`src/rtl/rti_pkg.sv`:
```
//------------------------------------------------------------------------------
// rti_pkg
// Shared types, constants and single-precision helper functions for the
// ray/triangle intersection pipeline.
//------------------------------------------------------------------------------
`default_nettype none

package rti_pkg;

   typedef logic [31:0] float_type;

   typedef struct packed {
      logic sign;
      logic nan;
      logic inf;
      logic zero;
   } fp_class_type;

   typedef struct packed {
      logic                sign;
      logic                nan;
      logic                inf;
      logic                zero;
      logic signed [10:0]  exp;
      logic [23:0]         man;
   } fp_unpacked_type;

   typedef enum logic [2:0] {
      CSR_A_XY = 3'd0,
      CSR_A_Z  = 3'd1,
      CSR_B_XY = 3'd2,
      CSR_B_Z  = 3'd3,
      CSR_C_XY = 3'd4,
      CSR_C_Z  = 3'd5
   } csr_index_type;

   localparam float_type NEAR_PARALLEL = 32'h358637BD;
   localparam float_type QNAN          = 32'h7FC00000;

   localparam int MUL_LAT  = 3;
   localparam int ADD_LAT  = 3;
   localparam int QUO_BITS = 26;
   localparam int DIV_LAT  = QUO_BITS + 2;

   function automatic logic [4:0] lzc28(input logic [27:0] x);
      logic [4:0] n;
      logic       found;
      n     = 5'd0;
      found = 1'b0;
      for (int i = 27; i >= 0; i--) begin
         if (!found) begin
            if (x[i]) begin
               found = 1'b1;
            end else begin
               n = n + 5'd1;
            end
         end
      end
      return n;
   endfunction

   function automatic logic fp_is_nan(input float_type x);
      return (x[30:23] == 8'hFF) && (x[22:0] != 23'd0);
   endfunction

   function automatic fp_unpacked_type fp_unpack(input float_type x, input logic norm);
      fp_unpacked_type u;
      logic [4:0]      lz;
      u.sign = x[31];
      u.nan  = (x[30:23] == 8'hFF) && (x[22:0] != 23'd0);
      u.inf  = (x[30:23] == 8'hFF) && (x[22:0] == 23'd0);
      u.zero = (x[30:23] == 8'h00) && (x[22:0] == 23'd0);
      if (x[30:23] == 8'h00) begin
         u.man = {1'b0, x[22:0]};
         u.exp = 11'sd1;
      end else begin
         u.man = {1'b1, x[22:0]};
         u.exp = $signed({3'b000, x[30:23]});
      end
      lz = lzc28({u.man, 4'hF});
      if (norm) begin
         u.man = u.man << lz;
         u.exp = u.exp - $signed({6'd0, lz});
      end
      return u;
   endfunction

   // sig holds 1.23 mantissa, guard, round and sticky; value = sig/2^26 * 2^(exp-127)
   function automatic float_type fp_round(input logic sign, input logic signed [10:0] exp,
                                          input logic [26:0] sig);
      logic [26:0]        s;
      logic signed [10:0] shv;
      logic [4:0]         sh;
      logic               denorm;
      logic               inc;
      logic [24:0]        m;
      logic signed [11:0] ef;
      logic [22:0]        frac;
      float_type          r;
      denorm = (exp < 11'sd1);
      shv    = 11'sd1 - exp;
      sh     = (shv > 11'sd27) ? 5'd27 : shv[4:0];
      s      = sig;
      if (denorm) begin
         s = (sig >> sh) | {26'd0, |(sig & ((27'd1 << sh) - 27'd1))};
      end
      inc = s[2] & (s[3] | s[1] | s[0]);
      m   = {1'b0, s[26:3]} + {24'd0, inc};
      if (denorm) begin
         ef   = $signed({11'd0, m[23]});
         frac = m[22:0];
      end else begin
         ef   = $signed({exp[10], exp}) + $signed({11'd0, m[24]});
         frac = m[24] ? m[23:1] : m[22:0];
      end
      if (ef > 12'sd254) begin
         r = {sign, 8'hFF, 23'd0};
      end else begin
         r = {sign, ef[7:0], frac};
      end
      return r;
   endfunction

   function automatic float_type fp_select(input fp_class_type c, input float_type r);
      float_type o;
      if (c.nan) begin
         o = QNAN;
      end else if (c.inf) begin
         o = {c.sign, 8'hFF, 23'd0};
      end else if (c.zero) begin
         o = {c.sign, 31'd0};
      end else begin
         o = r;
      end
      return o;
   endfunction

   function automatic logic [31:0] fp_key(input float_type x);
      logic [31:0] k;
      if (x[30:0] == 31'd0) begin
         k = 32'h80000000;
      end else if (x[31]) begin
         k = ~x;
      end else begin
         k = {1'b1, x[30:0]};
      end
      return k;
   endfunction

   function automatic logic fp_gt(input float_type a, input float_type b);
      return !fp_is_nan(a) && !fp_is_nan(b) && (fp_key(a) > fp_key(b));
   endfunction

   function automatic logic fp_lt0(input float_type a);
      return a[31] && (a[30:0] != 31'd0) && !fp_is_nan(a);
   endfunction

   function automatic logic fp_gt0(input float_type a);
      return !a[31] && (a[30:0] != 31'd0) && !fp_is_nan(a);
   endfunction

endpackage

`default_nettype wire

```
`src/rtl/rti_fmul.sv`:
```
//------------------------------------------------------------------------------
// rti_fmul
// Three-stage single-precision multiplier, round to nearest even:
// unpack and normalize, mantissa product, normalize and round.
//------------------------------------------------------------------------------
`default_nettype none

module rti_fmul (
   input  wire                 clock,
   input  wire                 en,
   input  rti_pkg::float_type  a,
   input  rti_pkg::float_type  b,
   output rti_pkg::float_type  y
);
   import rti_pkg::*;

   fp_unpacked_type    ua;
   fp_unpacked_type    ub;
   fp_class_type       cls_in;

   logic [23:0]        ma_ff;
   logic [23:0]        mb_ff;
   logic signed [10:0] exp_a_ff;
   fp_class_type       cls_a_ff;

   logic [47:0]        prod_ff;
   logic signed [10:0] exp_b_ff;
   fp_class_type       cls_b_ff;

   float_type          y_in;
   float_type          y_ff;

   always_comb begin
      ua = fp_unpack(a, 1'b1);
      ub = fp_unpack(b, 1'b1);
      cls_in.sign = ua.sign ^ ub.sign;
      cls_in.nan  = ua.nan | ub.nan | (ua.inf & ub.zero) | (ua.zero & ub.inf);
      cls_in.inf  = !cls_in.nan & (ua.inf | ub.inf);
      cls_in.zero = !cls_in.nan & !cls_in.inf & (ua.zero | ub.zero);
   end

   always_ff @(posedge clock) begin
      if (en) begin
         ma_ff    <= ua.man;
         mb_ff    <= ub.man;
         exp_a_ff <= ua.exp + ub.exp - 11'sd127;
         cls_a_ff <= cls_in;
         prod_ff  <= ma_ff * mb_ff;
         exp_b_ff <= exp_a_ff;
         cls_b_ff <= cls_a_ff;
         y_ff     <= y_in;
      end
   end

   always_comb begin
      if (prod_ff[47]) begin
         y_in = fp_round(cls_b_ff.sign, exp_b_ff + 11'sd1, {prod_ff[47:22], |prod_ff[21:0]});
      end else begin
         y_in = fp_round(cls_b_ff.sign, exp_b_ff, {prod_ff[46:21], |prod_ff[20:0]});
      end
      y_in = fp_select(cls_b_ff, y_in);
   end

   assign y = y_ff;

endmodule

`default_nettype wire

```
`config.mk`:
```
export PLATFORM = sky130hd
export DESIGN_NAME = rti_fmul
export DESIGN_NICKNAME = d
export VERILOG_FILES = /design/src/rtl/rti_pkg.sv /design/src/rtl/rti_fmul.sv
export SDC_FILE = /design/constraint.sdc
export NUM_CORES = 2
export LEC_CHECK = 0
export BUFFER_PORTS_ARGS = -buffer_cell sky130_fd_sc_hd__buf_2
export CELL_PAD_IN_SITES_DETAIL_PLACEMENT = 1
export CELL_PAD_IN_SITES_GLOBAL_PLACEMENT = 1
export CORE_MARGIN = 8
export CORE_UTILIZATION = 50
export DETAILED_ROUTE_END_ITERATION = 12
export GPL_TIMING_DRIVEN = 0
export PLACE_DENSITY_LB_ADDON = 0.1
export SKIP_LAST_GASP = 1
export SYNTH_ARGS = -nofsm -noshare
export SYNTH_HDL_FRONTEND = slang
export SYNTH_SLANG_ARGS = --single-unit
```
`constraint.sdc`:
```
create_clock -name clock -period 30.1 [get_ports clock]
set_clock_uncertainty 0.2 [all_clocks]
set_input_delay 9.03 -clock clock [delete_from_list [all_inputs] [get_ports clock]]
set_output_delay 9.03 -clock clock [all_outputs]
set_load 0.01 [all_outputs]
```
# Word level (Yosys, flattened, before mapping)
# Cells that the tools add are included.
[op_classes] reduce_logical=20 mux=205 n_addsub=59 bitwise_logic=21 order_cmp=6 shift=6 eq_ne=2 multipliers=1
[op_table] operator="$mux 5" count=94
[op_table] operator="$add 5x1->5 const B" count=46
[op_table] operator="$mux 31" count=4
[op_table] operator="$mux 23" count=5
[op_table] operator="$mux 27" count=4
[op_table] operator="$mux 1" count=92
[op_table] operator="$mux 32" count=2
[op_table] operator="$and 27x27->27" count=2
[op_table] operator="$or 27x1->27" count=2
[op_table] operator="$reduce_or 27->1" count=2
[op_table] operator="$shl 1x5->27 const A" count=2
[op_table] operator="$shr 27x5->27" count=2
[op_table] operator="$sub 27x1->27 const B" count=2
[op_table] operator="$add 24x1->25" count=2
[op_table] operator="$mul 24x24->48" count=1
[op_table] operator="$mux 12" count=4
[op_table] operator="$shl 24x5->24" count=2
[op_table] operator="$logic_not 23->1" count=2
[op_table] operator="$reduce_bool 23->1" count=2
[op_table] operator="$add 11x2->12" count=2
[op_table] operator="$gt 12x9->1 const B" count=2
[op_table] operator="$gt 11x6->1 const B" count=2
[op_table] operator="$lt 11x2->1 const B" count=2
[op_table] operator="$reduce_or 22->1" count=1
[op_table] operator="15 further kinds" count=39
[word_totals] ff_bits=158 input_bits=66 out_inout_bits=32

# Longest topological paths before layout
[logic_depth] ltp_word=75 ltp_mapped=96 ltp_nobuf=94

# Worst setup path after synthesis
# OpenSTA, ideal clock, no wires.
[synth_timing] kind="input port to flip-flop" start="input b[23]" end="register exp_a_ff[10], data pin" t_arrival_ps=25602 stages=96 setup_ps=261 setup_slack_ps=4036 required_ps=29639 path_cell_list="nor4_1 -> nand2_1 -> clkbuf_1 -> nor2_1 -> ha_1 -> o21a_1 -> ha_1 -> mux2_2 -> o21ai_0 -> nor2_1 -> ha_1 -> nand2_1 -> a21oi_1 -> ha_1 -> mux2_2 -> ha_1 -> mux2_2 -> o211ai_1 -> (+60 left out) -> nor2b_1 -> xnor2_1 -> or3_1 -> xnor2_1 -> inv_2 -> buf_1 -> fa_1 -> inv_1 -> ha_1 -> ha_1 -> inv_1 -> fa_1 -> inv_1 -> a21oi_1 -> o21bai_1 -> a21oi_1 -> o21bai_1 -> a21oi_1"
[synth_between] elab_chain_len=75
[synth_rtl] element="start, declared" line="rti_fmul.sv:12" rtl="input rti_pkg::float_type b,"
[synth_rtl] element="$logic_not 8->1" line="rti_pkg.sv:73" rtl="if (x[30:23] == 8'h00) begin"
[synth_rtl] element="$mux 32 (*)" line="rti_pkg.sv:73"
[synth_rtl] element="$mux 1" line="rti_pkg.sv:52" rtl="if (x[i]) begin"
[synth_rtl] element="$add 5x1->5" line="rti_pkg.sv:55" rtl="n = n + 5'd1;"
[synth_rtl] element="$mux 5" line="rti_pkg.sv:52"
[synth_rtl] element="$mux 5" line="rti_pkg.sv:51" rtl="if (!found) begin"
[synth_rtl] element="$add 5x1->5" line="rti_pkg.sv:55"
[synth_rtl] element="$mux 5" line="rti_pkg.sv:52"
[synth_rtl] element="(+59 left out)"
[synth_rtl] element="$mux 5" line="rti_pkg.sv:52"
[synth_rtl] element="$mux 5" line="rti_pkg.sv:51"
[synth_rtl] element="$add 5x1->5" line="rti_pkg.sv:55"
[synth_rtl] element="$mux 5" line="rti_pkg.sv:52"
[synth_rtl] element="$mux 5" line="rti_pkg.sv:51"
[synth_rtl] element="$sub 11x6->11 (*)" line="rti_pkg.sv:83" rtl="u.exp = u.exp - $signed({6'd0, lz});"
[synth_rtl] element="$add 11x11->11 (*)" line="rti_fmul.sv:46" rtl="exp_a_ff <= ua.exp + ub.exp - 11'sd127;"
[synth_rtl] element="$sub 11x8->11 (*)" line="rti_fmul.sv:46"
[synth_rtl] element="end signal, assigned" line="rti_fmul.sv:46"
[synth_rtl] element="end, declared" line="rti_fmul.sv:23" rtl="logic signed [10:0] exp_a_ff;"
# Mark *: on every way between the ends. The rest lies on a longest branch, timed or not.
# A chain may end at the register's enable or synchronous reset.

# Final worst setup path
# Ends and elaborated chain as after synthesis.

==> flow_summary.toml <==
[clocking]
htree_levels = 4
clk_pin_slew_ps = 60
clockBufferDepth = 2
cts_setup_buffers = 0
clkLatencyLatePin_ps = 530
postCtsHoldBufs = 0
cts_root_buffer = "clkbuf_16"
cts_tree = "yes"
post_cts_resize_count = 0
cts_buffers = 17
cts_sinks = 158

[place]
io_buffers = 81
dpl.hpwl_mm = 134.4
gp_congestion = 1.032

[global_route]
grt_pass1_wl_mm = 251.2
antenna_found_initial = 8
track_usage = 0.3663
grt_max_degree = 101
grt_use_met2 = 0.5746
grtUsageMet3 = 0.09717
gr-total-overflow = 0
gr-usage-met1 = 0.4689
grt_pass1_vias = 40977
busiest_layer = "met2"

[yosys]
yosysTopAreaCellShare = 0.2463
synth_area_per_cell_sq_um = 8.175
synth-edff-count = 158
synth_area_leaders = "fa_1, edfxtp_1, ha_1"
syn_nets = 5681
synth_warnings = 0
async_flop_share = 0
synthesis.area_sq_um = 39830
synthCells = 4872
synth_cell_types = 108
ys.flop_type = "edfxtp_1"
synth-seq-cells = 158
yosysTopAreaCell = "fa_1"
ys_seq_area_frac = 0.1191

[layout]
num-fill-cells = 9752
final_nets = 5785
layout-drive-gt1-share = 0.05373
mostFrequentLayoutCell = "nand2_1"
final_core_util = 0.5346
multiInputGateArea_sq_um = 31630
synthToLayoutAreaGrowth_pct = 5.862
regArea_sq_um = 4745
layout_common_cells = "nand2_1, inv_1, fa_1, nor2_1"

[drt]
ant_nets = 0
drt-wirelength-per-cell_um = 27.76
totalWireLength_mm = 167.7
drc = 0
vias = 39052
first_iter_violations = 3853
vias_per_cell = 6.463
first_pass_iters = 6

[timing]
slew_headroom = -0.02854
fin_crit_sh = 0.9453
finalSetupTns_ps = 0
setup_viol = 0
tightest_slew_ps = 1529
finalMaxSlewViolations = 5
max_freq_ghz = 0.03514
period_needed_ps = 28450
rsz0062_at_grt = "false"
hold_violations = 0

[die]
start_util = 0.5050
die_x_um = 298.2
die_area_sq_um = 88940
row_count = 103
die_h_um = 298.2
io_pins = 98
core_area_sq_um = 78870

[run]
drv_cap = 1

[setup_path]
cp_common_cell = "ha_1"
crit_path_top_delay_cell = "nor4_1"
startpoint = "b[23]"
critPathMaxStageDelay_ps = 640
start_kind = "primary input"
arrival_ps = 28500
required_ps = 30140
crit_family = "adder cells"
crit_fanout = 10
worst-path-buf-inv = 10
critical_path_class = "in -> reg"
cp-end-kind = "flip-flop"
worstReg2RegStart = "exp_b_ff[0]"

[outcome]
violations = "max-capacitance violations, max-slew violations"
status = "complete, but fails checks"

[hold_path]
hp-start = "exp_a_ff[8]"
hold_path.class = "reg -> reg"
==> routing by layer <==
metal	part of all wire	vias to the layer above
met3	0.11	560
met4	0.053	4
li1	-	16789
met2	0.44	2111
met1	0.39	19588
met5	0.00016	-
==> worst paths after layout <==
path | slack, ps | cells past startpoint | to
worst min register to register | 220 | 0 | exp_b_ff[8]
worst max-delay path | 1650 | 97 | exp_a_ff[10]
worst max register to register | 15380 | 41 | y[16]
worst min-delay path | 220 | 0 | exp_b_ff[8]
==> flip-flops by register name (all words and copies together) (netlist names) <==
signal / count
exp_a_ff: 11
prod_ff: 48
cls_b_ff: 4
y: 32
exp_b_ff: 11
ma_ff: 24
cls_a_ff: 4
mb_ff: 24
==> worst reg2reg max path, delay by kind of cell, from the launching register on <==
family,cells,cell delay [ps]
adder cells (fa/ha/maj),5,1500
AO/OA/AOI/OAI,14,3660
AND/OR/NAND/NOR,9,3060
buffers and inverters,13,5570
flip-flops,1,460
==> synthesized netlist by cell type, types with 19 or more instances <==
cell,instances
clkbuf_1,252
o211ai_1,43
nor2_1,328
nand4_1,40
inv_1,589
nand2_1,658
mux2i_1,109
xor2_1,57
buf_2,31
o22ai_1,32
fa_1,490
nand2b_1,28
and2_1,231
a31oi_1,30
or3_1,26
nor2b_1,46
nand3_1,102
a21oi_1,222
ha_1,253
o21a_1,19
mux2_2,33
xnor2_1,131
nor4_1,44
edfxtp_1,158
nor3_1,92
a22oi_1,31
and3_1,28
a21o_1,46
a221oi_1,19
a211oi_1,43
o31ai_1,40
o21ai_0,189
==> kinds of logic (layout without fill, tap and decap cells) <==
group           Yosys count  after routing  share of synthesized area
buf+inv                 904           1020                    0.08702
simple gates           1728           1728                     0.2091
mux                     144            144                    0.03786
compound gates          977            977                     0.1670
flops                   158            158                     0.1191
xor+xnor                207            207                    0.05139
fa+ha+maj               754            754                     0.3285
other cells               0              4                          0
==> layout make-up <==
type / instances / area share
multi-input combinational: 3810 / 0.7501
sequential: 158 / 0.1125
inverter: 595 / 0.05297
tap: 1050 / 0.03116
buffer: 309 / 0.02923
timing repair buffer: 85 / 0.01089
clock buffer: 18 / 0.01018
clock inverter: 13 / 0.002730
antenna: 4 / 0.0002374
==> stage by stage <==
step	instance area [sq um]	hold WS, ps	setup slack, ps	std cells
after global routing	42150	230.5	4.867	6038
after detailed placement	41600	207.5	1181	6006
after floorplan	39830	200.3	4036	4872
final	42160	221.5	1645	6042
after CTS	42150	223.6	1649	6037
after global placement	41550	201.9	1590	6003
Power is not shown: default switching activity piles up to over one toggle a cycle in this logic, so the estimate is an artifact.
