$ cat src/rtl/rti_pkg.sv
//------------------------------------------------------------------------------
// rti_pkg
// Shared types, constants and single-precision helper functions for the
// ray/triangle intersection pipeline.
//------------------------------------------------------------------------------
`default_nettype none

package rti_pkg;

   typedef logic [31:0] float_type;

   typedef struct packed {
      logic sign;
      logic nan;
      logic inf;
      logic zero;
   } fp_class_type;

   typedef struct packed {
      logic                sign;
      logic                nan;
      logic                inf;
      logic                zero;
      logic signed [10:0]  exp;
      logic [23:0]         man;
   } fp_unpacked_type;

   typedef enum logic [2:0] {
      CSR_A_XY = 3'd0,
      CSR_A_Z  = 3'd1,
      CSR_B_XY = 3'd2,
      CSR_B_Z  = 3'd3,
      CSR_C_XY = 3'd4,
      CSR_C_Z  = 3'd5
   } csr_index_type;

   localparam float_type NEAR_PARALLEL = 32'h358637BD;
   localparam float_type QNAN          = 32'h7FC00000;

   localparam int MUL_LAT  = 3;
   localparam int ADD_LAT  = 3;
   localparam int QUO_BITS = 26;
   localparam int DIV_LAT  = QUO_BITS + 2;

   function automatic logic [4:0] lzc28(input logic [27:0] x);
      logic [4:0] n;
      logic       found;
      n     = 5'd0;
      found = 1'b0;
      for (int i = 27; i >= 0; i--) begin
         if (!found) begin
            if (x[i]) begin
               found = 1'b1;
            end else begin
               n = n + 5'd1;
            end
         end
      end
      return n;
   endfunction

   function automatic logic fp_is_nan(input float_type x);
      return (x[30:23] == 8'hFF) && (x[22:0] != 23'd0);
   endfunction

   function automatic fp_unpacked_type fp_unpack(input float_type x, input logic norm);
      fp_unpacked_type u;
      logic [4:0]      lz;
      u.sign = x[31];
      u.nan  = (x[30:23] == 8'hFF) && (x[22:0] != 23'd0);
      u.inf  = (x[30:23] == 8'hFF) && (x[22:0] == 23'd0);
      u.zero = (x[30:23] == 8'h00) && (x[22:0] == 23'd0);
      if (x[30:23] == 8'h00) begin
         u.man = {1'b0, x[22:0]};
         u.exp = 11'sd1;
      end else begin
         u.man = {1'b1, x[22:0]};
         u.exp = $signed({3'b000, x[30:23]});
      end
      lz = lzc28({u.man, 4'hF});
      if (norm) begin
         u.man = u.man << lz;
         u.exp = u.exp - $signed({6'd0, lz});
      end
      return u;
   endfunction

   // sig holds 1.23 mantissa, guard, round and sticky; value = sig/2^26 * 2^(exp-127)
   function automatic float_type fp_round(input logic sign, input logic signed [10:0] exp,
                                          input logic [26:0] sig);
      logic [26:0]        s;
      logic signed [10:0] shv;
      logic [4:0]         sh;
      logic               denorm;
      logic               inc;
      logic [24:0]        m;
      logic signed [11:0] ef;
      logic [22:0]        frac;
      float_type          r;
      denorm = (exp < 11'sd1);
      shv    = 11'sd1 - exp;
      sh     = (shv > 11'sd27) ? 5'd27 : shv[4:0];
      s      = sig;
      if (denorm) begin
         s = (sig >> sh) | {26'd0, |(sig & ((27'd1 << sh) - 27'd1))};
      end
      inc = s[2] & (s[3] | s[1] | s[0]);
      m   = {1'b0, s[26:3]} + {24'd0, inc};
      if (denorm) begin
         ef   = $signed({11'd0, m[23]});
         frac = m[22:0];
      end else begin
         ef   = $signed({exp[10], exp}) + $signed({11'd0, m[24]});
         frac = m[24] ? m[23:1] : m[22:0];
      end
      if (ef > 12'sd254) begin
         r = {sign, 8'hFF, 23'd0};
      end else begin
         r = {sign, ef[7:0], frac};
      end
      return r;
   endfunction

   function automatic float_type fp_select(input fp_class_type c, input float_type r);
      float_type o;
      if (c.nan) begin
         o = QNAN;
      end else if (c.inf) begin
         o = {c.sign, 8'hFF, 23'd0};
      end else if (c.zero) begin
         o = {c.sign, 31'd0};
      end else begin
         o = r;
      end
      return o;
   endfunction

   function automatic logic [31:0] fp_key(input float_type x);
      logic [31:0] k;
      if (x[30:0] == 31'd0) begin
         k = 32'h80000000;
      end else if (x[31]) begin
         k = ~x;
      end else begin
         k = {1'b1, x[30:0]};
      end
      return k;
   endfunction

   function automatic logic fp_gt(input float_type a, input float_type b);
      return !fp_is_nan(a) && !fp_is_nan(b) && (fp_key(a) > fp_key(b));
   endfunction

   function automatic logic fp_lt0(input float_type a);
      return a[31] && (a[30:0] != 31'd0) && !fp_is_nan(a);
   endfunction

   function automatic logic fp_gt0(input float_type a);
      return !a[31] && (a[30:0] != 31'd0) && !fp_is_nan(a);
   endfunction

endpackage

`default_nettype wire

$ cat src/rtl/rti_fdiv.sv
//------------------------------------------------------------------------------
// rti_fdiv
// Pipelined single-precision divider, round to nearest even: one restoring
// quotient bit per stage between an unpack stage and a rounding stage.
//------------------------------------------------------------------------------
`default_nettype none

module rti_fdiv (
   input  wire                 clock,
   input  wire                 en,
   input  rti_pkg::float_type  a,
   input  rti_pkg::float_type  b,
   output rti_pkg::float_type  y
);
   import rti_pkg::*;

   fp_unpacked_type    ua;
   fp_unpacked_type    ub;
   logic               lt;
   fp_class_type       cls_in;

   logic [24:0]          rem_ff [0:QUO_BITS];
   logic [QUO_BITS-1:0]  quo_ff [0:QUO_BITS];
   logic [23:0]          den_ff [0:QUO_BITS];
   logic signed [10:0]   exp_ff [0:QUO_BITS];
   fp_class_type         cls_ff [0:QUO_BITS];

   logic                 ge     [0:QUO_BITS-1];
   logic [24:0]          rnext  [0:QUO_BITS-1];

   float_type            y_in;
   float_type            y_ff;

   always_comb begin
      ua = fp_unpack(a, 1'b1);
      ub = fp_unpack(b, 1'b1);
      lt = ua.man < ub.man;
      cls_in.sign = ua.sign ^ ub.sign;
      cls_in.nan  = ua.nan | ub.nan | (ua.zero & ub.zero) | (ua.inf & ub.inf);
      cls_in.inf  = !cls_in.nan & (ua.inf | ub.zero);
      cls_in.zero = !cls_in.nan & !cls_in.inf & (ua.zero | ub.inf);
   end

   always_comb begin
      for (int j = 0; j < QUO_BITS; j++) begin
         ge[j]    = rem_ff[j] >= {1'b0, den_ff[j]};
         rnext[j] = ge[j] ? (rem_ff[j] - {1'b0, den_ff[j]}) : rem_ff[j];
      end
   end

   always_ff @(posedge clock) begin
      if (en) begin
         rem_ff[0] <= lt ? {ua.man, 1'b0} : {1'b0, ua.man};
         quo_ff[0] <= '0;
         den_ff[0] <= ub.man;
         exp_ff[0] <= ua.exp - ub.exp + 11'sd127 - (lt ? 11'sd1 : 11'sd0);
         cls_ff[0] <= cls_in;
         for (int j = 0; j < QUO_BITS; j++) begin
            rem_ff[j+1] <= {rnext[j][23:0], 1'b0};
            quo_ff[j+1] <= {quo_ff[j][QUO_BITS-2:0], ge[j]};
            den_ff[j+1] <= den_ff[j];
            exp_ff[j+1] <= exp_ff[j];
            cls_ff[j+1] <= cls_ff[j];
         end
         y_ff <= y_in;
      end
   end

   always_comb begin
      y_in = fp_round(cls_ff[QUO_BITS].sign, exp_ff[QUO_BITS],
                      {quo_ff[QUO_BITS], |rem_ff[QUO_BITS]});
      y_in = fp_select(cls_ff[QUO_BITS], y_in);
   end

   assign y = y_ff;

endmodule

`default_nettype wire

$ cat config.mk
export PLATFORM = sky130hd
export DESIGN_NAME = rti_fdiv
export DESIGN_NICKNAME = d
export VERILOG_FILES = /design/src/rtl/rti_pkg.sv /design/src/rtl/rti_fdiv.sv
export SDC_FILE = /design/constraint.sdc
export NUM_CORES = 2
export LEC_CHECK = 0
export BUFFER_PORTS_ARGS = -buffer_cell sky130_fd_sc_hd__buf_4
export CAP_MARGIN = 30
export CORE_MARGIN = 1.5
export CORE_UTILIZATION = 45
export CTS_BUF_LIST = sky130_fd_sc_hd__clkbuf_16
export CTS_CLUSTER_DIAMETER = 60
export DETAILED_ROUTE_END_ITERATION = 10
export PLACE_DENSITY_LB_ADDON = 0.1
export SYNTH_ARGS = -nofsm -noshare
export SYNTH_HDL_FRONTEND = slang
export SYNTH_SLANG_ARGS = --single-unit
export TNS_END_PERCENT = 20
$ cat constraint.sdc
create_clock -name clock -period 32.5 [get_ports clock]
set_clock_uncertainty 0.05 [all_clocks]
set_input_delay 4.875 -clock clock [delete_from_list [all_inputs] [get_ports clock]]
set_output_delay 4.875 -clock clock [all_outputs]
set_load 0.03 [all_outputs]
# Yosys cells after proc, flatten, opt, wreduce, memory -nomap -nowiden
# Memories as Yosys holds them, arrays and structs flattened.
# Index checks and enable logic that the tools add are counted.
# classes
eq_ne,2
bitwise_logic,16
mux,224
shifts,4
n_lt_le_gt_ge,30
addsub,81
reduce_logical,18
# ops
op,n
25-bit by 24-bit >= comparator with 1-bit output,26
24-bit two-way mux,26
24-bit subtractor,26
5-bit two-way mux,93
5-bit by 1-bit adder with 5-bit output (second input constant),46
1-bit two-way mux,95
23-bit two-way mux,3
32-bit two-way mux,2
31-bit two-way mux,2
24-bit by 5-bit << shifter with 24-bit output,2
23-bit logical NOT,2
23-bit nonzero test,2
27-bit bitwise AND,1
27-bit two-way mux,1
27-bit by 1-bit OR with 27-bit output,1
27-bit OR reduction,1
1-bit by 5-bit << shifter with 27-bit output (first input constant),1
27-bit by 5-bit >> shifter with 27-bit output,1
27-bit by 1-bit subtractor with 27-bit output (second input constant),1
24-bit by 1-bit adder with 25-bit output,1
25-bit two-way mux,1
25-bit OR reduction,1
24-bit less-than comparator,1
11-bit by 6-bit subtractor with 11-bit output,2
18 further kinds,37
# word_totals
out_inout_bits,32
ram_bits,2430
inputBits,66
register_bits,32
mem_count,5
# memory_table
memory,depth,width,read_ports,rd_clocked_by_memory_dff,wr,line_no,text
quo_ff,27,26,27,0,27,rti_fdiv.sv:23,logic [QUO_BITS-1:0] quo_ff [0:QUO_BITS];
rem_ff,27,25,27,0,27,rti_fdiv.sv:22,logic [24:0] rem_ff [0:QUO_BITS];
den_ff,27,24,26,0,27,rti_fdiv.sv:24,logic [23:0] den_ff [0:QUO_BITS];
exp_ff,27,11,27,0,27,rti_fdiv.sv:25,logic signed [10:0] exp_ff [0:QUO_BITS];
cls_ff,27,4,27,0,27,rti_fdiv.sv:26,fp_class_type cls_ff [0:QUO_BITS];

# Logic depth before layout (Yosys ltp)
# logic_depth
ltp_word,76
depth_mapped,113
depth_no_buf,112

# Least setup slack after synthesis
# No wires, ideal clock.
# synth_path
kind,in2reg
from,input b[26]
to,memory exp_ff[0][8] (data pin)
t_required_ps,32191
path_buffers,3
setup_ps,259
stages,109
path_slack_ps,8354
arrival_ps,23837
cell_sequence,nor4_1 nand2_1 clkbuf_1 nor2_1 ha_1 o21a_1 ha_1 nor2b_1 o31a_1 ha_1 mux2_2 ha_1 mux2_2 nand2_1 a21oi_1 ha_1 a21o_1 ha_1 [73 not listed] a21oi_1 o41ai_1 a21o_1 a211o_1 a211o_1 a211oi_2 a31oi_4 inv_2 fa_1 inv_1 ha_1 a21o_1 a21oi_1 o21ai_0 a21oi_1 o21bai_1 a21oi_1 xnor2_1
# synth_lines
item,line_no,text
start: declaration,rti_fdiv.sv:12,"input rti_pkg::float_type b,"
end: declaration,rti_fdiv.sv:25,

==> metrics.yaml <==
fin_crit_sh_pct: 83.65
period_needed_ps: 27190
critPathSlowestCell: "xnor3_2"
place_congestion: 0.8981
vias: 71550
cts-root-buf: "clkbuf_16"
placeableCoreArea_um2: 243000
grt_max_degree: 206
fillers: 21318
ios: 98
ir_drop_mv: 0.07034
drv_cap: 0
die_w_um: 497.4
synth-simple-area-share_pct: 10.77
hold_viol_final: 0
cts_post_setup_buffers_inserted: 0
htreeDepth: 4
grt-ovfl-total: 0
synthArstFlopShare_pct: 0
area_growth_pct: 11.31
clk_pin_slew_ps: 60
clock_path_buffers: 3
wire_per_inst_um: 19.75
clk_latency_ps: 890
synth-seq-cells: 2061
layout-drive-gt1-share_pct: 8.583
yosys.area_share.xor_xnor_pct: 4.286
hp-class: "reg2reg"
viasPerCell: 5.424
synth_edf_count: 2061
rsz0062_at_grt: "no"
cts_tree: "done"
synth_mux_area_share_pct: 3.650
post_cts_resize_count: 0
relSlewSlack_pct: 28.54
num_rows: 181
fin_setup_tns_ps: 0
synth_fa_ha_area_share_pct: 8.871
status: "finished clean"
path_class: "in2reg"
initial_core_util_pct: 45.26
setup_viol: 0
ys_warn_count: 0
drc: 0
finalPower_mw: 10.67
drv_slew: 0
cts_buffers: 227
nNetsFinal: 10612
start_kind: "primary input"
antenna_found_initial: 12
fmaxAchievable_mhz: 36.78
dp_hpwl_um: 195000
grt_pass1_wl_um: 403800
cp.arrival_ps: 27800
drt-initial-drc-count: 5369
die_area_um2: 247400
grt_pass1_vias: 69123
leakage_nw: 48.93
synth_top_family_by_area: "compound AO/OA/AOI/OAI gates"
syn_area_um2: 110000
critPathMaxStageDelay_ps: 760
io_buffer_count: 97
worst_pin_slew_ps: 1072
synth_compound_area_share_pct: 11.60
grtUsageTotal_pct: 20.75
required_ps: 33110
crit_fanout: 34
syn_nets: 10418
ys_seq_area_share_pct: 56.27
ctsHoldBuffers: 0
ys_types: 104
critPathMostFrequentCell: "ha_1"
fin_util_pct: 50.38
ant_nets: 0
cellPowerDensity_nw_per_um2: 87.14
syn_avg_cell_area_um2: 11.46
dr.pass1.iters: 6
die_h_um: 497.4
syn_inst: 9599
cp-end-kind: "flop"
synth_ff_type: "edfxtp_1"
postRouteWirelength_um: 260500
clkSinkCount: 2061
-- final timing paths --
kind,end,slack (ps),cells after the start,start
worst max register to register,y[13],23090,31,exp_ff[6][23]
worst min register to register,exp_ff[0][38],290,0,exp_ff[0][27]
worst max-delay path,exp_ff[0][10],5310,110,b[30]
worst min-delay path,exp_ff[0][38],290,0,exp_ff[0][27]
-- state kept, by name, summed over array words and instances (netlist names) --
register and count:
quo_ff 351, exp_ff 297, cls_ff 108, y 32, den_ff 624, rem_ff 649
-- synthesized netlist by cell type, types with 22 or more instances --
cell	number	area [µm²]
xnor2_1	303	2654
inv_1	1101	4133
a21boi_0	184	1381
mux2_2	203	2286
or2_2	39	244.0
nand4_1	147	919.6
xor2_1	175	1533
o211ai_1	28	210.2
o21a_1	48	360.4
or4_1	26	195.2
nand2b_1	117	732.0
a21oi_1	582	2913
o21ai_0	647	3238
nand2_1	878	3296
mux4_2	22	495.5
a211oi_1	40	300.3
or3_1	48	300.3
edfxtp_1	2061	61890
clkbuf_1	175	656.9
nand3_1	141	705.7
and2_1	62	387.9
ha_1	719	8996
a31oi_1	49	306.5
o31ai_1	129	968.4
a21o_1	127	953.4
nor3_1	159	795.8
and3_1	43	269.0
mux2i_1	115	1151
nor2_1	628	2357
nor4_1	55	344.1
nor2b_1	135	844.6
fa_1	34	680.7
-- cell type report --
cell class | count | area [µm²] | area share [%]
multi-input combinational | 6216 | 43170 | 35.26
antenna | 4 | 10.01 | 0.008176
clock inverter | 194 | 1989 | 1.625
tap | 3202 | 4006 | 3.272
timing repair buffer | 179 | 1526 | 1.247
inverter | 1108 | 4159 | 3.397
clock buffer | 227 | 5680 | 4.640
sequential | 2061 | 61890 | 50.55
-- metal layers --
metal	GRT usage, %	vias up	routed length, µm
li1	-	35138	-
met1	29.54	34557	122900
met2	33.27	1497	119800
met3	2.661	358	10990
met4	5.821	0	6907
met5	0	-	0
-- critical path: cells and delay by family --
kind,cells,cell delay (ps)
and+or+nand+nor,30,4910
xor gates and xnor gates,2,910
adders and majority gates,25,7140
AOI/OAI and AO/OA,34,6300
muxes,12,2500
buffers and inverters,7,1070
-- cells in the final DEF (no fill, tap or decap), types with 15 or more instances in the layout --
master and count:
a41oi_1 17, o211ai_1 28, xor2_1 175, nor2_1 628, o31ai_1 129, nand2b_1 117
or4_1 26, and3_1 43, a31oi_1 49, a21boi_0 184, xnor2_1 303, clkinv_1 50
or2_2 39, or3_1 48, nor2b_1 135, a21o_1 127, edfxtp_1 2061, clkinv_2 42
bufinv_16 26, and2_1 62, mux2i_1 115, mux2_2 203, inv_1 1138, nor4_1 55
o21a_1 48, o21ai_0 646, a211oi_1 40, buf_4 168, fa_1 34, clkbuf_16 227
nand2_1 878, nand3_1 141, clkinv_16 15, nor3_1 159, o21ai_2 18, ha_1 719
a211o_1 21, nand4_1 147, a21oi_1 580, mux4_2 22
-- metrics by stage --
| stage | area, µm² | cells | worst slack, ps | hold slack [ps] |
|---|---|---|---|---|
| 6_report | 122400 | 13191 | 5315 | 290.2 |
| 3_5_place_dp | 114600 | 12761 | 4481 | 354.5 |
| 5_1_grt | 122400 | 13189 | 3757 | 288.4 |
| 4_1_cts | 122300 | 13182 | 5363 | 279.1 |
| 3_3_place_gp | 114500 | 12758 | 4851 | 350.2 |
| 2_1_floorplan | 110000 | 9599 | 8354 | 350.3 |
-- kinds of logic after synthesis --
family,count (synthesis)
buf+inv,1322
fa+ha+maj,761
compound gates,2080
flops,2061
mux,346
xor+xnor,502
simple gates,2527
-- where the power goes --
part	internal, mW	switching [mW]
logic	1.66	2.29
clock network	1.49	1.09
registers	3.78	0.351
Power figures use the tool's default switching activity.
