### src/rtl/rti_pkg.sv
//------------------------------------------------------------------------------
// rti_pkg
// Shared types, constants and single-precision helper functions for the
// ray/triangle intersection pipeline.
//------------------------------------------------------------------------------
`default_nettype none

package rti_pkg;

   typedef logic [31:0] float_type;

   typedef struct packed {
      logic sign;
      logic nan;
      logic inf;
      logic zero;
   } fp_class_type;

   typedef struct packed {
      logic                sign;
      logic                nan;
      logic                inf;
      logic                zero;
      logic signed [10:0]  exp;
      logic [23:0]         man;
   } fp_unpacked_type;

   typedef enum logic [2:0] {
      CSR_A_XY = 3'd0,
      CSR_A_Z  = 3'd1,
      CSR_B_XY = 3'd2,
      CSR_B_Z  = 3'd3,
      CSR_C_XY = 3'd4,
      CSR_C_Z  = 3'd5
   } csr_index_type;

   localparam float_type NEAR_PARALLEL = 32'h358637BD;
   localparam float_type QNAN          = 32'h7FC00000;

   localparam int MUL_LAT  = 3;
   localparam int ADD_LAT  = 3;
   localparam int QUO_BITS = 26;
   localparam int DIV_LAT  = QUO_BITS + 2;

   function automatic logic [4:0] lzc28(input logic [27:0] x);
      logic [4:0] n;
      logic       found;
      n     = 5'd0;
      found = 1'b0;
      for (int i = 27; i >= 0; i--) begin
         if (!found) begin
            if (x[i]) begin
               found = 1'b1;
            end else begin
               n = n + 5'd1;
            end
         end
      end
      return n;
   endfunction

   function automatic logic fp_is_nan(input float_type x);
      return (x[30:23] == 8'hFF) && (x[22:0] != 23'd0);
   endfunction

   function automatic fp_unpacked_type fp_unpack(input float_type x, input logic norm);
      fp_unpacked_type u;
      logic [4:0]      lz;
      u.sign = x[31];
      u.nan  = (x[30:23] == 8'hFF) && (x[22:0] != 23'd0);
      u.inf  = (x[30:23] == 8'hFF) && (x[22:0] == 23'd0);
      u.zero = (x[30:23] == 8'h00) && (x[22:0] == 23'd0);
      if (x[30:23] == 8'h00) begin
         u.man = {1'b0, x[22:0]};
         u.exp = 11'sd1;
      end else begin
         u.man = {1'b1, x[22:0]};
         u.exp = $signed({3'b000, x[30:23]});
      end
      lz = lzc28({u.man, 4'hF});
      if (norm) begin
         u.man = u.man << lz;
         u.exp = u.exp - $signed({6'd0, lz});
      end
      return u;
   endfunction

   // sig holds 1.23 mantissa, guard, round and sticky; value = sig/2^26 * 2^(exp-127)
   function automatic float_type fp_round(input logic sign, input logic signed [10:0] exp,
                                          input logic [26:0] sig);
      logic [26:0]        s;
      logic signed [10:0] shv;
      logic [4:0]         sh;
      logic               denorm;
      logic               inc;
      logic [24:0]        m;
      logic signed [11:0] ef;
      logic [22:0]        frac;
      float_type          r;
      denorm = (exp < 11'sd1);
      shv    = 11'sd1 - exp;
      sh     = (shv > 11'sd27) ? 5'd27 : shv[4:0];
      s      = sig;
      if (denorm) begin
         s = (sig >> sh) | {26'd0, |(sig & ((27'd1 << sh) - 27'd1))};
      end
      inc = s[2] & (s[3] | s[1] | s[0]);
      m   = {1'b0, s[26:3]} + {24'd0, inc};
      if (denorm) begin
         ef   = $signed({11'd0, m[23]});
         frac = m[22:0];
      end else begin
         ef   = $signed({exp[10], exp}) + $signed({11'd0, m[24]});
         frac = m[24] ? m[23:1] : m[22:0];
      end
      if (ef > 12'sd254) begin
         r = {sign, 8'hFF, 23'd0};
      end else begin
         r = {sign, ef[7:0], frac};
      end
      return r;
   endfunction

   function automatic float_type fp_select(input fp_class_type c, input float_type r);
      float_type o;
      if (c.nan) begin
         o = QNAN;
      end else if (c.inf) begin
         o = {c.sign, 8'hFF, 23'd0};
      end else if (c.zero) begin
         o = {c.sign, 31'd0};
      end else begin
         o = r;
      end
      return o;
   endfunction

   function automatic logic [31:0] fp_key(input float_type x);
      logic [31:0] k;
      if (x[30:0] == 31'd0) begin
         k = 32'h80000000;
      end else if (x[31]) begin
         k = ~x;
      end else begin
         k = {1'b1, x[30:0]};
      end
      return k;
   endfunction

   function automatic logic fp_gt(input float_type a, input float_type b);
      return !fp_is_nan(a) && !fp_is_nan(b) && (fp_key(a) > fp_key(b));
   endfunction

   function automatic logic fp_lt0(input float_type a);
      return a[31] && (a[30:0] != 31'd0) && !fp_is_nan(a);
   endfunction

   function automatic logic fp_gt0(input float_type a);
      return !a[31] && (a[30:0] != 31'd0) && !fp_is_nan(a);
   endfunction

endpackage

`default_nettype wire

### src/rtl/rti_fadd.sv
//------------------------------------------------------------------------------
// rti_fadd
// Three-stage single-precision adder, round to nearest even:
// align, add with leading zero count, normalize and round.
//------------------------------------------------------------------------------
`default_nettype none

module rti_fadd (
   input  wire                 clock,
   input  wire                 en,
   input  rti_pkg::float_type  a,
   input  rti_pkg::float_type  b,
   output rti_pkg::float_type  y
);
   import rti_pkg::*;

   fp_unpacked_type    ua;
   fp_unpacked_type    ub;
   fp_unpacked_type    big;
   fp_unpacked_type    sml;
   logic signed [10:0] dexp;
   logic [4:0]         sh;
   logic [26:0]        ms;
   logic [26:0]        msml_in;
   fp_class_type       cls_in;

   logic               sign_a_ff;
   logic               sub_a_ff;
   logic               zsign_a_ff;
   logic signed [10:0] exp_a_ff;
   logic [26:0]        mbig_ff;
   logic [26:0]        msml_ff;
   fp_class_type       cls_a_ff;

   logic [27:0]        sum_in;
   logic               sign_b_ff;
   logic               zsign_b_ff;
   logic signed [10:0] exp_b_ff;
   logic [27:0]        sum_ff;
   logic [4:0]         lz_ff;
   fp_class_type       cls_b_ff;

   logic [4:0]         lsh;
   float_type          y_in;
   float_type          y_ff;

   always_comb begin
      ua = fp_unpack(a, 1'b0);
      ub = fp_unpack(b, 1'b0);
      if (b[30:0] > a[30:0]) begin
         big = ub;
         sml = ua;
      end else begin
         big = ua;
         sml = ub;
      end
      dexp    = big.exp - sml.exp;
      sh      = (dexp > 11'sd27) ? 5'd27 : dexp[4:0];
      ms      = {sml.man, 3'b000};
      msml_in = (ms >> sh) | {26'd0, |(ms & ((27'd1 << sh) - 27'd1))};
      cls_in.nan  = ua.nan | ub.nan | (ua.inf & ub.inf & (ua.sign ^ ub.sign));
      cls_in.inf  = !cls_in.nan & (ua.inf | ub.inf);
      cls_in.sign = ua.inf ? ua.sign : ub.sign;
      cls_in.zero = 1'b0;
   end

   always_ff @(posedge clock) begin
      if (en) begin
         sign_a_ff  <= big.sign;
         sub_a_ff   <= ua.sign ^ ub.sign;
         zsign_a_ff <= ua.sign & ub.sign;
         exp_a_ff   <= big.exp;
         mbig_ff    <= {big.man, 3'b000};
         msml_ff    <= msml_in;
         cls_a_ff   <= cls_in;
         sign_b_ff  <= sign_a_ff;
         zsign_b_ff <= zsign_a_ff;
         exp_b_ff   <= exp_a_ff;
         sum_ff     <= sum_in;
         lz_ff      <= lzc28(sum_in);
         cls_b_ff   <= cls_a_ff;
         y_ff       <= y_in;
      end
   end

   always_comb begin
      if (sub_a_ff) begin
         sum_in = {1'b0, mbig_ff} - {1'b0, msml_ff};
      end else begin
         sum_in = {1'b0, mbig_ff} + {1'b0, msml_ff};
      end
   end

   always_comb begin
      lsh = lz_ff - 5'd1;
      if (sum_ff == 28'd0) begin
         y_in = {zsign_b_ff, 31'd0};
      end else if (sum_ff[27]) begin
         y_in = fp_round(sign_b_ff, exp_b_ff + 11'sd1, {sum_ff[27:2], |sum_ff[1:0]});
      end else begin
         y_in = fp_round(sign_b_ff, exp_b_ff - $signed({6'd0, lsh}), sum_ff[26:0] << lsh);
      end
      y_in = fp_select(cls_b_ff, y_in);
   end

   assign y = y_ff;

endmodule

`default_nettype wire

### config.mk
export PLATFORM = sky130hd
export DESIGN_NAME = rti_fadd
export DESIGN_NICKNAME = d
export VERILOG_FILES = /design/src/rtl/rti_pkg.sv /design/src/rtl/rti_fadd.sv
export SDC_FILE = /design/constraint.sdc
export NUM_CORES = 1
export LEC_CHECK = 0
export ABC_AREA = 1
export CAP_MARGIN = 30
export CELL_PAD_IN_SITES_DETAIL_PLACEMENT = 0
export CELL_PAD_IN_SITES_GLOBAL_PLACEMENT = 1
export CORE_UTILIZATION = 43
export CTS_BUF_LIST = sky130_fd_sc_hd__clkbuf_4
export DETAILED_ROUTE_END_ITERATION = 10
export DONT_BUFFER_PORTS = 1
export GPL_TIMING_DRIVEN = 0
export PLACE_DENSITY_LB_ADDON = 0.25
export SYNTH_ARGS = -nofsm -noshare
export SYNTH_HDL_FRONTEND = slang
export SYNTH_SLANG_ARGS = --single-unit
### constraint.sdc
create_clock -name clock -period 12 [get_ports clock]
set_input_delay 0 -clock clock [delete_from_list [all_inputs] [get_ports clock]]
set_output_delay 0 -clock clock [all_outputs]
set_load 0.01 [all_outputs]
=== Word-level counts from Yosys, hierarchy flattened ===
Index checks and enable logic that the tools add are counted.

* Latch bits: 0
* Bits in read-only memories: 0
* Bits in writable memories: 0
* Bits of input ports: 66
* Memories: 0
* Flip-flop bits (word level): 149

* $mul: 0
* $lt $le $gt $ge: 8
* Add/subtract/negate cells: 42
* Divide/modulo/power cells: 0
* Equality and inequality tests: 2
* Mux-type cells: 192
* Shift operators: 7
* Reductions and logical operators: 20
* Bitwise logic cells: 20

{| class="wikitable"
|+ Operators with widths
! cell !! number
|-
| $mux 5 || 84
|-
| $mux 27 || 6
|-
| $add 5x1->5 const B || 27
|-
| $mux 32 || 4
|-
| $mux 31 || 3
|-
| $mux 23 || 4
|-
| $mux 1 || 82
|-
| $and 27x27->27 || 3
|-
| $or 27x1->27 || 3
|-
| $reduce_or 27->1 || 3
|-
| $shl 1x5->27 const A || 3
|-
| $shr 27x5->27 || 3
|-
| $sub 27x1->27 const B || 3
|-
| $mux 12 || 6
|-
| $add 24x1->25 || 2
|-
| $logic_not 23->1 || 2
|-
| $reduce_bool 23->1 || 2
|-
| $mux 39 || 1
|-
| $mux 35 || 1
|-
| $gt 11x6->1 const B || 3
|-
| $gt 31x31->1 || 1
|-
| $add 27x27->28 || 1
|-
| $logic_not 28->1 || 1
|-
| $mux 28 || 1
|-
| 19 further kinds || 42
|}

=== Logic depth before layout (Yosys ltp) ===
* Depth after elaboration: 111
* Gate-level depth with buffers: 103
* Gate-level depth less buffers: 102

=== Worst setup path before layout ===
OpenSTA, ideal clock, no wires.

* Path type: register to register
* Start point: register mbig_ff[8]
* End point: register lz_ff[4] (data pin)
* Stages on the path, launching flop included: 94
* Buffers on the path: 1
* Arrival: 10.968 ns
* Setup slack: 0.782 ns
* Clock period less this slack: 11.218 ns
* Cells stage by stage: edfxtp_1 > ha_1 > buf_2 > nand2_1 > nor2_1 > nand3_1 > nand3_1 > nand2_1 > nand3_1 > nand2_1 > nand2_1 > nand2_1 > nand2_1 > inv_1 > o21ai_0 > inv_1 > ha_1 > nand3b_1 > [58 not listed] > inv_1 > nand2_1 > nand2_1 > nand2_1 > inv_1 > ha_1 > o21ai_1 > inv_1 > ha_1 > nand2_1 > o21ai_1 > ha_1 > nand2_1 > nor2_1 > nand2_1 > nand3_1 > nand2_1 > inv_1

{| class="wikitable"
|+ RTL lines
! item !! RTL line !! text
|-
| from (decl) || rti_fadd.sv:31 || <nowiki>logic [26:0] mbig_ff;</nowiki>
|-
| from (signal assigned) || rti_fadd.sv:73 || <nowiki>mbig_ff <= {big.man, 3'b000};</nowiki>
|-
| $add 27x27->28 / $sub 27x27->28 (equally long branches) || rti_fadd.sv:90, rti_fadd.sv:88 ||
|-
| $mux 28 (*) || rti_fadd.sv:87 || <nowiki>if (sub_a_ff) begin</nowiki>
|-
| named net sum_in[26] || rti_fadd.sv:35 || <nowiki>logic [27:0] sum_in;</nowiki>
|-
| $mux 5 || rti_pkg.sv:52 || <nowiki>if (x[i]) begin</nowiki>
|-
| $mux 5 || rti_pkg.sv:51 || <nowiki>if (!found) begin</nowiki>
|-
| $mux 5 || rti_fadd.sv:68 || <nowiki>if (en) begin</nowiki>
|-
| $add 5x1->5 || rti_pkg.sv:55 || <nowiki>n = n + 5'd1;</nowiki>
|-
| $mux 5 || rti_pkg.sv:52 ||
|-
| [93 not listed] || n/a ||
|-
| $mux 5 || rti_fadd.sv:68 ||
|-
| $add 5x1->5 || rti_pkg.sv:55 ||
|-
| $mux 5 || rti_pkg.sv:52 ||
|-
| $mux 5 || rti_pkg.sv:51 ||
|-
| $mux 5 || rti_fadd.sv:68 ||
|-
| $add 5x1->5 || rti_pkg.sv:55 ||
|-
| $mux 5 || rti_pkg.sv:52 ||
|-
| $mux 5 (*) || rti_pkg.sv:51 ||
|-
| to (signal assigned) || rti_fadd.sv:80 || <nowiki>lz_ff <= lzc28(sum_in);</nowiki>
|-
| to (decl) || rti_fadd.sv:40 || <nowiki>logic [4:0] lz_ff;</nowiki>
|}

The timed path passes the listed nets; every way through them passes the cells marked *. The select of a mux whose other input is x is not followed.
A chain may end at the register's enable or synchronous reset.

=== Worst setup path in the final report ===
* Start point: register msml_ff[8]
* End point: register lz_ff[4] (data pin)

{| class="wikitable"
|+ RTL lines
! item !! RTL line !! text
|-
| from (decl) || rti_fadd.sv:32 || <nowiki>logic [26:0] msml_ff;</nowiki>
|-
| from (signal assigned) || rti_fadd.sv:74 || <nowiki>msml_ff <= msml_in;</nowiki>
|-
| $add 27x27->28 / $sub 27x27->28 (equally long branches) || rti_fadd.sv:90, rti_fadd.sv:88 ||
|-
| $mux 28 (*) || rti_fadd.sv:87 ||
|-
| named net sum_in[26] || rti_fadd.sv:35 ||
|-
| $mux 5 || rti_pkg.sv:52 ||
|-
| $mux 5 || rti_pkg.sv:51 ||
|-
| $mux 5 || rti_fadd.sv:68 ||
|-
| $add 5x1->5 || rti_pkg.sv:55 ||
|-
| $mux 5 || rti_pkg.sv:52 ||
|-
| [93 not listed] || n/a ||
|-
| $mux 5 || rti_fadd.sv:68 ||
|-
| $add 5x1->5 || rti_pkg.sv:55 ||
|-
| $mux 5 || rti_pkg.sv:52 ||
|-
| $mux 5 || rti_pkg.sv:51 ||
|-
| $mux 5 || rti_fadd.sv:68 ||
|-
| $add 5x1->5 || rti_pkg.sv:55 ||
|-
| $mux 5 || rti_pkg.sv:52 ||
|-
| $mux 5 (*) || rti_pkg.sv:51 ||
|}

Marked as above.

==> run_summary.xml <==
<?xml version="1.0" encoding="UTF-8"?>
<metrics>
  <group name="status">
    <metric name="run_status" unit="">completed</metric>
  </group>
  <group name="route">
    <metric name="drcViolationCount" unit="">0</metric>
    <metric name="dr_total_vias" unit="">25760</metric>
    <metric name="wl" unit="mm">85.08</metric>
    <metric name="drt.antenna.violating_nets" unit="">0</metric>
    <metric name="drt-wirelength-per-cell" unit="µm">18.36</metric>
    <metric name="routed_via_density" unit="">5.558</metric>
    <metric name="drt_iter0_drc" unit="">2504</metric>
    <metric name="drt_first_pass_iters" unit="">6</metric>
  </group>
  <group name="final_layout">
    <metric name="final_common_cell" unit="">sky130_fd_sc_hd__nand2_1</metric>
    <metric name="finalNonFillerCells" unit="">4634</metric>
    <metric name="finalNetCount" unit="">4142</metric>
    <metric name="mostFrequentLayoutCells" unit="">sky130_fd_sc_hd__nand2_1 (1042), sky130_fd_sc_hd__inv_1 (576), sky130_fd_sc_hd__o21ai_0 (401)</metric>
    <metric name="final_layout_size_suffix_gt1_share" unit="%">7.718</metric>
    <metric name="area_growth" unit="%">12.73</metric>
  </group>
  <group name="worst_setup_path">
    <metric name="criticalPathCategory" unit="">reg2reg</metric>
    <metric name="critical_path_depth" unit="">92</metric>
    <metric name="crit_path_start" unit="">msml_ff[8]</metric>
    <metric name="worst_path_most_repeated_cell" unit="">sky130_fd_sc_hd__nand2_1</metric>
    <metric name="highest_fanout_seen_on_the_critical_path" unit="">9</metric>
    <metric name="cpLargestDelayFamily" unit="">simple AND/OR/NAND/NOR gates</metric>
    <metric name="reg2reg_setup_slack" unit="ns">0.70</metric>
    <metric name="critical_path_arrival" unit="ns">11.75</metric>
    <metric name="worst_path_max_delay_cell" unit="">sky130_fd_sc_hd__edfxtp_1</metric>
    <metric name="worst-r2r-cell-count" unit="">92</metric>
    <metric name="critPathBufInv" unit="">19</metric>
    <metric name="critical_path.reg2reg.startpoint" unit="">msml_ff[8]</metric>
    <metric name="setup_crit_end_kind" unit="">flip-flop</metric>
    <metric name="start_kind" unit="">flip-flop</metric>
    <metric name="cp_slowest_stage_delay" unit="ns">0.44</metric>
    <metric name="timing.critical_path.required" unit="ns">12.45</metric>
    <metric name="worst_setup_path_endpoint" unit="">lz_ff[4]</metric>
    <metric name="r2r-end" unit="">lz_ff[4]</metric>
  </group>
  <group name="sta">
    <metric name="fmax" unit="MHz">88.46</metric>
    <metric name="max-slew-margin-rel" unit="%">27.19</metric>
    <metric name="sum_of_negative_setup_slack" unit="ns">0</metric>
    <metric name="final-hold-violation-count" unit="">0</metric>
    <metric name="clock-skew-final" unit="ns">0.06234</metric>
    <metric name="timing.final.crit_share" unit="%">94.21</metric>
    <metric name="slew_violations" unit="">0</metric>
    <metric name="setup_viol" unit="">0</metric>
    <metric name="max_slew.worst_pin.slew" unit="ns">1.084</metric>
    <metric name="timing.final.crit_period" unit="ns">11.30</metric>
  </group>
  <group name="synth">
    <metric name="synthAdderAreaFrac" unit="%">7.785</metric>
    <metric name="synthesis.yosys.warnings" unit="">0</metric>
    <metric name="synth-edff-count" unit="">143</metric>
    <metric name="synth_simple_gate_area_share" unit="%">37.04</metric>
    <metric name="syn_area_per_cell" unit="µm²">5.869</metric>
    <metric name="ys.flop_type" unit="">sky130_fd_sc_hd__edfxtp_1</metric>
    <metric name="synth-compound-area-share" unit="%">18.91</metric>
    <metric name="synth_largest_area_cell" unit="">sky130_fd_sc_hd__edfxtp_1</metric>
    <metric name="syn-instance-count" unit="">3801</metric>
    <metric name="ys_ff_latch" unit="">143</metric>
    <metric name="cell_area_after_technology_mapping" unit="µm²">22310</metric>
    <metric name="yosys-mux-area-fraction" unit="%">1.217</metric>
    <metric name="post_synth_num_cell_types" unit="">70</metric>
    <metric name="syn_nets" unit="">4004</metric>
    <metric name="synth_xor_xnor_area_share" unit="%">2.591</metric>
    <metric name="synth_top_area_share" unit="%">19.25</metric>
    <metric name="synth-async-reset-ratio" unit="%">0</metric>
    <metric name="share_of_the_yosys_chip_area_belonging_to_registers" unit="%">19.25</metric>
    <metric name="leading_cell_types_by_total_area_after_synthesis" unit="">sky130_fd_sc_hd__edfxtp_1 (19%), sky130_fd_sc_hd__nand2_1 (18%), sky130_fd_sc_hd__inv_1 (9.8%), sky130_fd_sc_hd__o21ai_0 (9.1%), sky130_fd_sc_hd__ha_1 (7.5%)</metric>
    <metric name="synth_top_family_by_area" unit="">simple AND/OR/NAND/NOR gates</metric>
  </group>
  <group name="pwr">
    <metric name="power.ir.vdd_worst" unit="mV">0.1746</metric>
    <metric name="cell_internal_pwr" unit="µW">2298</metric>
    <metric name="combPwrFrac" unit="%">79.6</metric>
    <metric name="power_switching_share" unit="%">62.67</metric>
    <metric name="power.sequential.fraction" unit="%">14.1</metric>
    <metric name="power_per_standard_cell_area" unit="nW/µm²">244.7</metric>
    <metric name="p_leak" unit="µW">0.01195</metric>
    <metric name="switching_power" unit="µW">3857</metric>
    <metric name="power.share.clock" unit="%">6.4</metric>
  </group>
  <group name="clocking">
    <metric name="cts_inserted_buffers" unit="">17</metric>
    <metric name="tritoncts" unit="">yes</metric>
    <metric name="clk_latency" unit="ns">0.71</metric>
    <metric name="htree_num_levels" unit="">4</metric>
    <metric name="number_of_sinks_driven_by_the_clock_tree" unit="">143</metric>
    <metric name="cts_buffer_depth" unit="">2</metric>
    <metric name="clkSlewWorstSetupHoldPaths" unit="ns">0.20</metric>
    <metric name="cts-root-buf" unit="">sky130_fd_sc_hd__clkbuf_4</metric>
  </group>
  <group name="placed_design">
    <metric name="gp_congestion" unit="">1.036</metric>
    <metric name="dp_hpwl" unit="mm">68.89</metric>
    <metric name="placed_cells_incl_taps" unit="">4481</metric>
    <metric name="port-buffer-count" unit="">0</metric>
  </group>
  <group name="floorplanning">
    <metric name="row_count" unit="">83</metric>
    <metric name="die_y" unit="µm">229.8</metric>
    <metric name="core_footprint" unit="µm²">51300</metric>
    <metric name="floorplan.initialDensity" unit="%">43.48</metric>
    <metric name="floorplan.die_area" unit="µm²">52790</metric>
    <metric name="die_w" unit="µm">229.8</metric>
    <metric name="ioPinCount" unit="">98</metric>
  </group>
  <group name="min_path">
    <metric name="holdCritPathClass" unit="">in2reg</metric>
  </group>
  <group name="grt">
    <metric name="globalRouteTotalUtil" unit="%">31.51</metric>
    <metric name="gr-total-overflow" unit="">0</metric>
    <metric name="grt_antenna_before_repair" unit="">1</metric>
    <metric name="grt_first_pass_wirelength" unit="mm">131.1</metric>
    <metric name="grt_start_max_net_pins" unit="">144</metric>
    <metric name="grt_pass1_vias" unit="">23870</metric>
  </group>
  <group name="run">
    <metric name="max_cap_viol_count" unit="">0</metric>
  </group>
</metrics>
[per-stage QoR]
| step | area (µm²) | util, % | total power (µW) | hold slack (ns) | setup WS [ns] |
|---|---|---|---|---|---|
| final | 25150 | 49.02 | 6155 | 0.1050 | 0.6954 |
| after global routing | 25140 | 49.01 | 6641 | 0.06285 | -0.1059 |
| after CTS | 24530 | 47.81 | 5874 | 0.03024 | 0.003498 |
| after detailed placement | 23160 | 45.14 | 5358 | 0.1395 | -0.5969 |
| after global placement | 23160 | 45.14 | 5390 | 0.1343 | -0.5429 |
| after floorplan | 22310 | - | 3934 | 0.1125 | 0.7824 |
[worst reg2reg max path: cells and delay by family (launching register included)]
family | cells | cell delay [ns]
compound gates | 8 | 0.82
buf+inv | 19 | 1.15
flops | 1 | 0.44
fa+ha+maj | 15 | 3.58
simple gates | 50 | 5.15
[worst min-delay path by stage]
stage,from,to,slack [ns],depth (start not counted)
after floorplan,en,cls_a_ff[1],0.11,0
after global placement,en,msml_ff[4],0.13,0
after detailed placement,en,mbig_ff[3],0.14,0
after CTS,a[2],msml_ff[2],0.03,6
after global routing,b[0],mbig_ff[3],0.06,2
final,a[2],msml_ff[2],0.10,6
[logic make-up after synthesis]
| family | after synthesis |
|---|---|
| AO/OA/AOI/OAI | 745 |
| multiplexers | 27 |
| XOR/XNOR | 66 |
| flip-flops | 143 |
| adder cells (fa/ha/maj) | 137 |
| buffers and inverters | 767 |
| AND/OR/NAND/NOR | 1916 |
[per-layer routing]
metal / vias up / global-route usage, % / routed length [µm] / share of wire [%]
li1: 12830 / - / - / -
met1: 11700 / 39.86 / 36200 / 43
met2: 993 / 52.05 / 38830 / 46
met3: 238 / 3.881 / 5051 / 5.9
met4: 0 / 17.20 / 4994 / 5.9
met5: - / 0 / 0 / 0
[synth_stat cells (all sizes together) (55+ instances only)]
library cell and n:
nor3 56, nor2 385, ha 134, o21ai 413
nand3 241, nand2 1088, xor2 55, clkbuf 101
a21oi 140, edfxtp 143, nand4 74, inv 628
[power by group through the flow]
stage                     sequential [µW]  combinational, µW  clock (µW)
after detailed placement              871               4490           0
final                                 866               4900         393
after CTS                             859               4620         398
after global routing                  871               5360         414
after floorplan                       790               3140           0
after global placement                869               4520           0
[cell type report]
cell class	count	area (µm²)
Tap cell	680	850.8
Sequential cell	143	4294
Fill cell	5530	26160
Clock inverter	14	195.2
Buffer	121	520.5
Antenna cell	2	5.005
Timing Repair Buffer	119	1104
Clock buffer	18	135.1
Multi-Input combinational cell	2891	15590
Inverter	646	2454
[registers in the layout (all words and copies together) (netlist names)]
signal and cells:
cls_a_ff 3, cls_b_ff 3, exp_a_ff 8, exp_b_ff 8, lz_ff 5, mbig_ff 24, msml_ff 27, sign_a_ff 1
sign_b_ff 1, sub_a_ff 1, sum_ff 28, y 32, zsign_a_ff 1, zsign_b_ff 1
[timing repair]
| action | CTS | global route |
|---|---|---|
| pin swaps | 10 | 30 |
| setup buffers | 15 | 25 |
| cloned | 0 | 1 |
| gates resized for setup | 35 | 103 |
| hold buffers | 78 | 0 |
| setup endpoints to repair | 4 | 8 |
| hold endpoints to repair | 183 | 0 |
Note: power is estimated with default switching activity, not from simulation.
